===== src/hw/rtl/bapsq_pkg.sv =====
// Shared types, constants and pattern tables for the buzzer alarm pattern sequencer.
package bapsq_pkg;

   localparam int PATTERN_LENGTH = 10;
   localparam int COUNTDOWN_BITS = 16;
   localparam int POS_W = (PATTERN_LENGTH > 1) ? $clog2(PATTERN_LENGTH) : 1;
   localparam int MINUTE_W = 11;
   localparam int CSR_INDEX_W = 3;
   localparam int CSR_DATA_W = 11;
   localparam logic [COUNTDOWN_BITS-1:0] PIP_TICKS = COUNTDOWN_BITS'(2);

   localparam logic [CSR_INDEX_W-1:0] CSR_QUIET_START = 3'd0;
   localparam logic [CSR_INDEX_W-1:0] CSR_QUIET_END = 3'd1;
   localparam logic [CSR_INDEX_W-1:0] CSR_FORCE_MUTE = 3'd2;
   localparam logic [CSR_INDEX_W-1:0] CSR_ALARM_EN = 3'd3;
   localparam logic [CSR_INDEX_W-1:0] CSR_WARNING_EN = 3'd4;
   localparam logic [CSR_INDEX_W-1:0] CSR_TOUCH_EN = 3'd5;

   localparam logic [1:0] PAT_ALARM = 2'd0;
   localparam logic [1:0] PAT_LEVEL = 2'd1;
   localparam logic [1:0] PAT_FUEL = 2'd2;

   typedef struct packed {
      logic                hundred_ms_tick;
      logic [MINUTE_W-1:0] minute_of_day;
      logic                error_active;
      logic                level_high_warning;
      logic                low_fuel_warning;
      logic                touch_active;
   } req_payload_type;

   typedef struct packed {
      logic buzzer_drive;
      logic sound_enabled;
   } rsp_payload_type;

   typedef struct packed {
      logic [MINUTE_W-1:0] quiet_start_minute;
      logic [MINUTE_W-1:0] quiet_end_minute;
      logic                force_mute;
      logic                alarm_announce_enable;
      logic                warning_announce_enable;
      logic                touch_announce_enable;
   } csr_type;

   // One pattern step: restart marker, buzzer level and duration in ticks.
   typedef struct packed {
      logic                      restart;
      logic                      drive_on;
      logic [COUNTDOWN_BITS-1:0] ticks;
   } entry_type;

   localparam entry_type ENTRY_END = '{restart: 1'b1, drive_on: 1'b0, ticks: '0};

   function automatic entry_type make_entry(input logic on, input int unsigned ticks);
      entry_type e;
      e.restart = 1'b0;
      e.drive_on = on;
      e.ticks = COUNTDOWN_BITS'(ticks);
      return e;
   endfunction

   function automatic entry_type pattern_entry(input logic [1:0] sel,
                                               input logic [POS_W-1:0] pos);
      entry_type e;
      e = ENTRY_END;
      unique case (sel)
         PAT_ALARM: begin
            if (pos == POS_W'(0)) e = make_entry(1'b1, 50);
            else if (pos == POS_W'(1)) e = make_entry(1'b0, 50);
         end
         PAT_LEVEL: begin
            if (pos == POS_W'(0)) e = make_entry(1'b1, 10);
            else if (pos == POS_W'(1)) e = make_entry(1'b0, 60000);
         end
         PAT_FUEL: begin
            if (pos == POS_W'(0)) e = make_entry(1'b1, 10);
            else if (pos == POS_W'(1)) e = make_entry(1'b0, 10);
            else if (pos == POS_W'(2)) e = make_entry(1'b1, 10);
            else if (pos == POS_W'(3)) e = make_entry(1'b0, 60000);
         end
         default: e = ENTRY_END;
      endcase
      return e;
   endfunction

endpackage


===== src/hw/rtl/bapsq_csr.sv =====
// Configuration registers written through the plain write port.
module bapsq_csr (
   input  logic                                  clock,
   input  logic                                  reset,
   input  logic                                  csr_write_enable,
   input  logic [bapsq_pkg::CSR_INDEX_W-1:0]     csr_index,
   input  logic [bapsq_pkg::CSR_DATA_W-1:0]      csr_write_data,
   output bapsq_pkg::csr_type                    csr
);

   bapsq_pkg::csr_type csr_ff;
   bapsq_pkg::csr_type csr_in;

   always_comb begin
      csr_in = csr_ff;
      if (csr_write_enable) begin
         unique case (csr_index)
            bapsq_pkg::CSR_QUIET_START:
               csr_in.quiet_start_minute = csr_write_data[bapsq_pkg::MINUTE_W-1:0];
            bapsq_pkg::CSR_QUIET_END:
               csr_in.quiet_end_minute = csr_write_data[bapsq_pkg::MINUTE_W-1:0];
            bapsq_pkg::CSR_FORCE_MUTE: csr_in.force_mute = csr_write_data[0];
            bapsq_pkg::CSR_ALARM_EN: csr_in.alarm_announce_enable = csr_write_data[0];
            bapsq_pkg::CSR_WARNING_EN: csr_in.warning_announce_enable = csr_write_data[0];
            bapsq_pkg::CSR_TOUCH_EN: csr_in.touch_announce_enable = csr_write_data[0];
            default: csr_in = csr_ff;
         endcase
      end
   end

   always_ff @(posedge clock) begin
      if (reset) begin
         csr_ff.quiet_start_minute <= '0;
         csr_ff.quiet_end_minute <= '0;
         csr_ff.force_mute <= 1'b0;
         csr_ff.alarm_announce_enable <= 1'b1;
         csr_ff.warning_announce_enable <= 1'b1;
         csr_ff.touch_announce_enable <= 1'b1;
      end else begin
         csr_ff <= csr_in;
      end
   end

   assign csr = csr_ff;

endmodule


===== src/hw/rtl/bapsq_step.sv =====
// Sequencer state and the single-pass update for one tick.
module bapsq_step (
   input  logic                         clock,
   input  logic                         reset,
   input  logic                         step_en,
   input  bapsq_pkg::req_payload_type   item,
   input  bapsq_pkg::csr_type           csr,
   output bapsq_pkg::rsp_payload_type   result
);

   logic                                 sound_ff, sound_in;
   logic [bapsq_pkg::POS_W-1:0]          pos_ff, pos_in;
   logic [bapsq_pkg::COUNTDOWN_BITS-1:0] count_ff, count_in;
   logic                                 pip_ff, pip_in;
   logic                                 drive_ff, drive_in;

   logic                         quiet;
   logic                         msg;
   logic [1:0]                   sel;
   logic [bapsq_pkg::POS_W-1:0]  pos_rd;
   bapsq_pkg::entry_type         entry;

   always_comb begin
      if (csr.quiet_start_minute > csr.quiet_end_minute) begin
         quiet = (item.minute_of_day >= csr.quiet_start_minute)
              || (item.minute_of_day < csr.quiet_end_minute);
      end else begin
         quiet = (item.minute_of_day >= csr.quiet_start_minute)
              && (item.minute_of_day < csr.quiet_end_minute);
      end
   end

   always_comb begin
      pos_rd = (32'(pos_ff) >= bapsq_pkg::PATTERN_LENGTH) ? '0 : pos_ff;
      msg = 1'b0;
      sel = bapsq_pkg::PAT_ALARM;
      if (csr.alarm_announce_enable && item.error_active) begin
         msg = 1'b1;
      end else if (csr.warning_announce_enable && item.level_high_warning) begin
         msg = 1'b1;
         sel = bapsq_pkg::PAT_LEVEL;
      end else if (csr.warning_announce_enable && item.low_fuel_warning) begin
         msg = 1'b1;
         sel = bapsq_pkg::PAT_FUEL;
      end
      entry = bapsq_pkg::pattern_entry(sel, pos_rd);
   end

   always_comb begin
      logic taken;
      taken = 1'b0;
      pos_in = pos_ff;
      pip_in = pip_ff;
      drive_in = drive_ff;
      if (count_ff != '0) begin
         count_in = count_ff - bapsq_pkg::COUNTDOWN_BITS'(1);
      end else begin
         count_in = count_ff;
         drive_in = 1'b0;
      end
      sound_in = item.hundred_ms_tick ? (!csr.force_mute && !quiet) : sound_ff;
      if (sound_in) begin
         if ((count_in == '0) && item.hundred_ms_tick) begin
            if (msg) begin
               taken = 1'b1;
               if (32'(pos_ff) >= bapsq_pkg::PATTERN_LENGTH - 1) pos_in = '0;
               else pos_in = pos_ff + bapsq_pkg::POS_W'(1);
               if (entry.restart) begin
                  pos_in = '0;
               end else begin
                  count_in = entry.ticks;
                  drive_in = entry.drive_on;
               end
            end else begin
               pos_in = '0;
               count_in = '0;
            end
         end
         if (csr.touch_announce_enable && !taken && item.touch_active) begin
            if (!pip_ff) begin
               count_in = bapsq_pkg::PIP_TICKS;
               pip_in = 1'b1;
               drive_in = 1'b1;
            end
         end else begin
            pip_in = 1'b0;
         end
      end else begin
         pos_in = '0;
         count_in = '0;
         drive_in = 1'b0;
      end
   end

   always_ff @(posedge clock) begin
      if (reset) begin
         sound_ff <= 1'b0;
         pos_ff <= '0;
         count_ff <= '0;
         pip_ff <= 1'b0;
         drive_ff <= 1'b0;
      end else if (step_en) begin
         sound_ff <= sound_in;
         pos_ff <= pos_in;
         count_ff <= count_in;
         pip_ff <= pip_in;
         drive_ff <= drive_in;
      end
   end

   assign result.buzzer_drive = drive_in;
   assign result.sound_enabled = sound_in;

endmodule


===== src/hw/rtl/buzzer_alarm_pattern_sequencer.sv =====
// Top level: input register, tick update and result register of the buzzer sequencer.
// An accepted beat passes through the input register and then the result register before
// rsp_valid shows its result; a result not taken can hold the next beat in the input register.
// Throughput: one beat per cycle while rsp_ready is high; req_ready drops only when the
// input and result registers are both full and the result is not taken.
// Reset clears both valid flags, all sequencer state and loads the register reset values.
module buzzer_alarm_pattern_sequencer (
   input  logic                                clock,
   input  logic                                reset,
   input  logic                                req_valid,
   output logic                                req_ready,
   input  bapsq_pkg::req_payload_type          req_data,
   output logic                                rsp_valid,
   input  logic                                rsp_ready,
   output bapsq_pkg::rsp_payload_type          rsp_data,
   input  logic                                csr_write_enable,
   input  logic [bapsq_pkg::CSR_INDEX_W-1:0]   csr_index,
   input  logic [bapsq_pkg::CSR_DATA_W-1:0]    csr_write_data
);

   logic                        in_valid_ff, in_valid_in;
   bapsq_pkg::req_payload_type  in_data_ff;
   logic                        out_valid_ff, out_valid_in;
   bapsq_pkg::rsp_payload_type  out_data_ff;
   bapsq_pkg::rsp_payload_type  step_result;
   bapsq_pkg::csr_type          csr;
   logic                        advance;

   assign advance = in_valid_ff && (!out_valid_ff || rsp_ready);
   assign req_ready = !in_valid_ff || advance;

   assign in_valid_in = (req_valid && req_ready) || (in_valid_ff && !advance);
   assign out_valid_in = advance || (out_valid_ff && !rsp_ready);

   bapsq_csr u_csr (
      .clock            (clock),
      .reset            (reset),
      .csr_write_enable (csr_write_enable),
      .csr_index        (csr_index),
      .csr_write_data   (csr_write_data),
      .csr              (csr)
   );

   bapsq_step u_step (
      .clock   (clock),
      .reset   (reset),
      .step_en (advance),
      .item    (in_data_ff),
      .csr     (csr),
      .result  (step_result)
   );

   always_ff @(posedge clock) begin
      if (reset) begin
         in_valid_ff <= 1'b0;
         out_valid_ff <= 1'b0;
      end else begin
         in_valid_ff <= in_valid_in;
         out_valid_ff <= out_valid_in;
      end
   end

   always_ff @(posedge clock) begin
      if (req_valid && req_ready) begin
         in_data_ff <= req_data;
      end
      if (advance) begin
         out_data_ff <= step_result;
      end
   end

   assign rsp_valid = out_valid_ff;
   assign rsp_data = out_data_ff;

endmodule


===== config.mk =====
export PLATFORM = sky130hd
export DESIGN_NAME = buzzer_alarm_pattern_sequencer
export DESIGN_NICKNAME = d
export VERILOG_FILES = /design/src/hw/rtl/bapsq_pkg.sv /design/src/hw/rtl/bapsq_csr.sv /design/src/hw/rtl/bapsq_step.sv /design/src/hw/rtl/buzzer_alarm_pattern_sequencer.sv
export SDC_FILE = /design/constraint.sdc
export NUM_CORES = 1
export LEC_CHECK = 0
export BUFFER_PORTS_ARGS = -buffer_cell sky130_fd_sc_hd__buf_2
export CAP_MARGIN = 20
export CORE_MARGIN = 2
export CORE_UTILIZATION = 45
export DETAILED_ROUTE_END_ITERATION = 12
export SLEW_MARGIN = 25
export SYNTH_ARGS = -nofsm -noshare
export SYNTH_HDL_FRONTEND = slang
export SYNTH_SLANG_ARGS = --single-unit

===== constraint.sdc =====
create_clock -name clock -period 3.91 [get_ports clock]
set_input_delay 0.5865 -clock clock [delete_from_list [all_inputs] [get_ports clock]]
set_output_delay 0.5865 -clock clock [all_outputs]
set_load 0.03 [all_outputs]

### After elaboration in Yosys (flattened, before gate mapping)

Index checks and enable logic that the tools add are counted.

| word-level totals | value |
|---|---|
| input bits | 35 |
| output and inout bits | 4 |
| flip-flop bits (word level) | 69 |
| logic and storage cells | 117 |

| operators by class | value |
|---|---|
| equality and inequality tests | 11 |
| reductions and logical operators | 37 |
| $lt $le $gt $ge | 5 |
| mux-type cells | 41 |
| add/subtract/negate cells | 2 |

Operators by type and width:

| kind | count |
|---|---|
| 18-bit 2-to-1 mux | 8 |
| 16-bit 2-to-1 mux | 7 |
| 18-bit case mux with 3 select lines | 1 |
| 4-bit 2-to-1 mux | 6 |
| 16-bit logical NOT | 1 |
| 1-bit 2-to-1 mux | 16 |
| 2-bit AND reduction | 8 |
| 16-bit nonzero test | 1 |
| 16-bit by 1-bit subtractor with 16-bit output, second input constant | 1 |
| 1-bit logical AND | 12 |
| 11-bit greater-or-equal comparator | 1 |
| 11-bit > comparator | 1 |
| 11-bit < comparator | 1 |
| 4-bit by 2-bit equality test with 1-bit output, second input constant | 2 |
| 4-bit greater-or-equal comparator, second input constant | 2 |
| 1-bit logical NOT | 7 |
| 3-bit by 2-bit equality test with 1-bit output, second input constant | 2 |
| 3-bit equality test, second input constant | 2 |
| 2-bit 2-to-1 mux | 3 |
| 1-bit logical OR | 5 |
| 4-bit by 1-bit adder with 4-bit output, second input constant | 1 |
| 4-bit by 1-bit equality test with 1-bit output, second input constant | 1 |
| 4-bit logical NOT | 1 |
| 3-bit by 1-bit equality test with 1-bit output, second input constant | 1 |
| other kinds (5) | 5 |

### Logic depth before layout (Yosys ltp)

| depth | value |
|---|---|
| depth after elaboration | 14 |
| depth in mapped cells | 14 |
| depth with buffers taken out | 11 |

### Modules after synthesis

From an unflattened synthesis, not the netlist that was laid out.

| unflattened totals | value |
|---|---|
| cell total of the unflattened synthesis | 459 |
| area, all modules | 4,346.7 µm² |

By module, submodules not included:

| module | instances | area an instance (µm²) | seq. area each (µm²) | cells each |
|---|---|---|---|---|
| bapsq_step | 1 | 2,578.7 | 460.4 | 327 |
| bapsq_csr | 1 | 1,123.6 | 520.5 | 104 |
| buzzer_alarm_pattern_sequencer | 1 | 644.4 | 580.6 | 28 |

### Worst setup path after synthesis

No wires, ideal clock.

| path | value |
|---|---|
| path type | reg2reg |
| from | reg u_step.count_ff[0] (netlist bit) |
| to | reg u_step.count_ff[2] (netlist bit) |
| buffers on the path | 2 |
| setup slack | 592 ps |
| period minus slack after synthesis | 3,318 ps |
| setup time | 57 ps |
| data required time | 3,853 ps |
| cell stages (with the launch flop) | 14 |
| data arrival time | 3,260 ps |
| cell sequence | dfxtp_1 -> inv_1 -> ha_1 -> or3b_2 -> clkbuf_1 -> nor4_1 -> mux2i_1 -> nand2_1 -> nor4b_4 -> a211oi_4 -> or3_1 -> buf_6 -> nor4b_1 -> a21o_1 |

| between the ends | value |
|---|---|
| word-level cells in the longest chain between the ends | 11 |
| elaborated cells on any way between the ends | 16 |
| those cells by class | add/sub: 1; mux: 9; reduce/logical: 6 |

RTL lines:

| what | RTL line | source |
|---|---|---|
| start: declaration | bapsq_step.sv:13 | `logic [bapsq_pkg::COUNTDOWN_BITS-1:0] count_ff, count_in;` |
| start signal: assignment | bapsq_step.sv:105 | `count_ff <= count_in;` |
| 16-bit by 1-bit subtractor with 16-bit output / 16-bit nonzero test (equally long branches) | bapsq_step.sv:56, bapsq_step.sv:55 |  |
| 16-bit 2-to-1 mux (*) | bapsq_step.sv:55 | `if (count_ff != '0) begin` |
| 16-bit logical NOT | bapsq_step.sv:63 | `if ((count_in == '0) && item.hundred_ms_tick) begin` |
| 1-bit logical AND | bapsq_step.sv:63 |  |
| 1-bit 2-to-1 mux | bapsq_step.sv:63 |  |
| 1-bit 2-to-1 mux | bapsq_step.sv:62 | `if (sound_in) begin` |
| 1-bit logical NOT | bapsq_step.sv:79 | `if (csr.touch_announce_enable && !taken && item.touch_active) begin` |
| 1-bit logical AND (2 in series) | bapsq_step.sv:79 |  |
| 16-bit 2-to-1 mux (*) | bapsq_step.sv:79 |  |
| 16-bit 2-to-1 mux (*) | bapsq_step.sv:62 |  |

Mark *: on every way between the ends. The rest lies on a longest branch, timed or not. The select of a mux whose other input is x is not followed.
A chain may end at the register's enable or synchronous reset.

### Worst setup path after layout

| path | value |
|---|---|
| from | reg u_step.count_ff[0] (netlist bit) |
| to | reg u_step.count_ff[0] (netlist bit) |

Same word-level chain as after synthesis.

==> results.sh <==
export IMPL_synth_area_top_cells="dfxtp_1, edfxtp_1, ha_1"
export IMPL_arrival_ns=3.86
export IMPL_worstSetupPathType="reg -> reg"
export IMPL_wl_per_cell_um=15.5
export IMPL_r2r_start="u_step.count_ff[0]$_SDFFE_PP0P_"
export IMPL_path_clk_slew_ns=0.08
export IMPL_cp_start_kind="flop"
export IMPL_synth_cell_types=65
export IMPL_io_buffers=38
export IMPL_grt_busiest_layer="met2"
export IMPL_period_minus_slack_ns=3.59
export IMPL_p_per_area_nw_per_um2=516
export IMPL_crit_slowest_cell="or3b_2"
export IMPL_worst_ep_required_time_ns=4.18
export IMPL_die_h_um=99.2
export IMPL_swShare=0.381
export IMPL_vias=3453
export IMPL_synth_enable_flop_cells=18
export IMPL_fin_skew_ns=0.00962
export IMPL_dp_hpwl_mm=7.18
export IMPL_combinationalPowerShare=0.396
export IMPL_clock_power_share=0.259
export IMPL_grtUsageTotal=0.208
export IMPL_ant_nets=0
export IMPL_seqPwrFrac=0.345
export IMPL_ys_ff_latch=69
export IMPL_dieWidth_um=99.2
export IMPL_startpoint="u_step.count_ff[0]$_SDFFE_PP0P_"
export IMPL_slowest_delay_ns=0.58
export IMPL_grt_pass1_vias=3307
export IMPL_cts_hold_buf=0
export IMPL_core_um2=8760
export IMPL_use_met3=0.0387
export IMPL_yosysTopAreaCell="dfxtp_1"
export IMPL_globalplace_congestion=0.893
export IMPL_grt_pass1_wl_mm=16.3
export IMPL_dr_pass1_iters=5
export IMPL_drive_above_1_share=0.146
export IMPL_reg2reg_slack_ns=0.32
export IMPL_slew_headroom=0.459
export IMPL_r2r_cells=11
export IMPL_critPathCaptureType="flop"
export IMPL_drcViolationCount=0
export IMPL_cts_sink_count=69
export IMPL_numCtsBuffers=9
export IMPL_synth_avg_cell_area_um2=8.63
export IMPL_yosysWarningCount=0
export IMPL_routed_via_density=5.54
export IMPL_slew_viol_final=0
export IMPL_cts_tree="yes"
export IMPL_yosysSeqAreaShare=0.383
export IMPL_clockBufferDepth=2
export IMPL_root_buffer="clkbuf_8"
export IMPL_rows=34
export IMPL_use_met1=0.306
export IMPL_worstPathMaxFanout=11
export IMPL_cts_resized=0
export IMPL_antenna_found_initial=0
export IMPL_wirelength_mm=9.68
export IMPL_drt_iter0_markers=189
export IMPL_syn_to_final_growth_pct=12.4
export IMPL_dieArea_um2=9830
export IMPL_grt_max_degree=37
export IMPL_synth_top_area_frac=0.251
export IMPL_drv_cap=0
export IMPL_initial_utilization=0.465
export IMPL_internal_power_w=0.00146
export IMPL_syn_cell_area_um2=4080
export IMPL_nets=583
export IMPL_synthFlopType="dfxtp_1"
export IMPL_fmaxAchievable_ghz=0.279
export IMPL_use_met2=0.308
export IMPL_rsz0062_at_grt="false"
export IMPL_status="finished clean"
export IMPL_peakVddDrop_uv=213
export IMPL_min_period_over_period=0.918
export IMPL_synth_nets=545
export IMPL_power_w=0.00236
export IMPL_h_tree_depth=3
export IMPL_ys_async_sr_fraction=0
export IMPL_grt_overflow=0
export IMPL_leakage_nw=1.87
export IMPL_post_cts_buffers=0
export IMPL_tightest_slew_ns=0.811
export IMPL_ioPinCount=39
export IMPL_crit_chain="inv_1 -> ha_1 -> or3b_2 -> nor4_1 -> mux2i_1 -> nand2_1 -> nor4b_4 -> a211oi_4 -> or2_1 -> or4_1 -> o221ai_1"
export IMPL_clkLatencyLatePin_ns=0.36
export IMPL_setup_viol=0
export IMPL_setup_tns_ns=0
export IMPL_rr_endpoint="u_step.count_ff[0]$_SDFFE_PP0P_"
export IMPL_diodes=0
export IMPL_hold_class="in -> reg"
export IMPL_hold_viol=0
export IMPL_switchingPower_w=0.000901
export IMPL_endpoint="u_step.count_ff[0]$_SDFFE_PP0P_"
export IMPL_netlist_instances=472
==> critical path: cells and delay by family (launching register included) <==
kind                     cells  cell delay, ns
buffers and inverters        1            0.14
flip-flops                   1            0.34
multiplexers                 1            0.32
adder cells (fa/ha/maj)      1            0.22
AO/OA/AOI/OAI                2            0.22
AND/OR/NAND/NOR              6            2.27
==> cell usage in the layout (no fill, tap or decap), drive strengths merged, types with 5 or more instances in the layout <==
cell | synthesis | layout
a211o | 5 | 5
a21o | 11 | 11
a21oi | 47 | 47
a22o | 6 | 6
a31oi | 6 | 6
and3 | 5 | 5
buf | 2 | 45
clkbuf | 16 | 11
dfxtp | 51 | 51
edfxtp | 18 | 18
ha | 38 | 38
inv | 32 | 32
nand2 | 69 | 69
nand2b | 7 | 7
nand3 | 6 | 6
nand4 | 7 | 7
nor2 | 28 | 28
nor2b | 7 | 7
nor3 | 12 | 12
nor4 | 6 | 6
o21a | 7 | 7
o21ai | 22 | 22
or3 | 7 | 7
or4 | 5 | 5
==> logic make-up after synthesis <==
kind of cell | Yosys count | synth area share
mux | 4 | 0.0101
compound gates | 127 | 0.203
simple gates | 180 | 0.231
flops | 69 | 0.383
xor+xnor | 2 | 0.00430
fa+ha+maj | 39 | 0.119
buf+inv | 51 | 0.0497
==> metal layers <==
| layer | vias to the layer above | wire [um] |
|---|---|---|
| met1 | 1588 | 5010 |
| met2 | 71 | 4110 |
| met4 | 0 | 145 |
| met3 | 13 | 419 |
| met5 | - | 0 |
| li1 | 1781 | - |
==> registers in the layout, indices dropped and copies added (netlist names) <==
| name | flops |
|---|---|
| u_csr.csr | 26 |
| rsp_valid | 1 |
| in_valid_ff | 1 |
| u_step.pip_ff | 1 |
| u_step.pos_ff | 4 |
| in_data_ff | 16 |
| rsp_data | 2 |
| u_step.sound_ff | 1 |
| u_step.count_ff | 16 |
| u_step.drive_ff | 1 |
==> power groups by stage <==
stage / registers (W) / clock network (W) / logic, W
2_1_floorplan: 0.000816 / 0 / 0.000692
3_3_place_gp: 0.000831 / 0 / 0.000913
3_5_place_dp: 0.000830 / 0 / 0.000914
4_1_cts: 0.000814 / 0.000625 / 0.000918
5_1_grt: 0.000821 / 0.000658 / 0.00102
6_report: 0.000815 / 0.000612 / 0.000937
==> per-stage QoR <==
| step | hold slack (ns) | instances | setup WS, ns | cell area (um2) | util |
|---|---|---|---|---|---|
| finish | 0.401 | 623 | 0.320 | 4580 | 0.523 |
| floorplan | 0.435 | 472 | 0.592 | 4080 | - |
| detailed placement | 0.446 | 607 | 0.289 | 4370 | 0.499 |
| global route | 0.389 | 623 | 0.0547 | 4580 | 0.523 |
| CTS | 0.388 | 623 | 0.272 | 4580 | 0.522 |
| global placement | 0.444 | 607 | 0.387 | 4370 | 0.499 |
==> final cells by class <==
type / instances / area [um2]
fill: 848 / 4180
multi-input combinational: 352 / 2320
sequential: 69 / 1560
timing repair buffer: 45 / 243
clock buffer: 11 / 141
tap: 108 / 135
inverter: 33 / 124
clock inverter: 5 / 60.1
==> worst min path at each step <==
stage / to / cells past startpoint / startpoint / slack (ns)
floorplan: u_csr.csr[0]$_SDFFE_PP1P_ / 1 / u_csr.csr[0]$_SDFFE_PP1P_ / 0.44
global placement: u_csr.csr[12]$_SDFFE_PP0P_ / 2 / u_csr.csr[12]$_SDFFE_PP0P_ / 0.44
detailed placement: u_csr.csr[13]$_SDFFE_PP0P_ / 2 / u_csr.csr[13]$_SDFFE_PP0P_ / 0.45
CTS: in_data_ff[8]$_DFFE_PP_ / 1 / req_data[8] / 0.39
global route: in_data_ff[0]$_DFFE_PP_ / 1 / req_data[0] / 0.39
finish: in_data_ff[8]$_DFFE_PP_ / 1 / req_data[8] / 0.40
==> Yosys cell counts (2+ instances only) <==
cell type	instances
inv_1	32
clkbuf_1	16
o211ai_1	3
a211o_1	5
dfxtp_1	51
nor4_1	6
or2_2	2
nor2b_1	7
and3_1	5
nand2_1	69
nor4b_1	2
nand2b_1	7
nand4_1	7
a31oi_1	6
or2_1	2
o21ai_0	20
nand3_1	6
and4_1	2
edfxtp_1	18
o21a_1	7
and2_1	2
o21ai_1	2
ha_1	38
nand4b_1	3
or3_1	7
a21o_1	11
nor3_1	11
a22o_1	6
o22a_1	2
or4_4	2
nor2_1	28
a211oi_1	3
or4_1	3
o31ai_1	2
a21oi_1	47
mux2i_1	3
(Power assumes the default switching activity.)
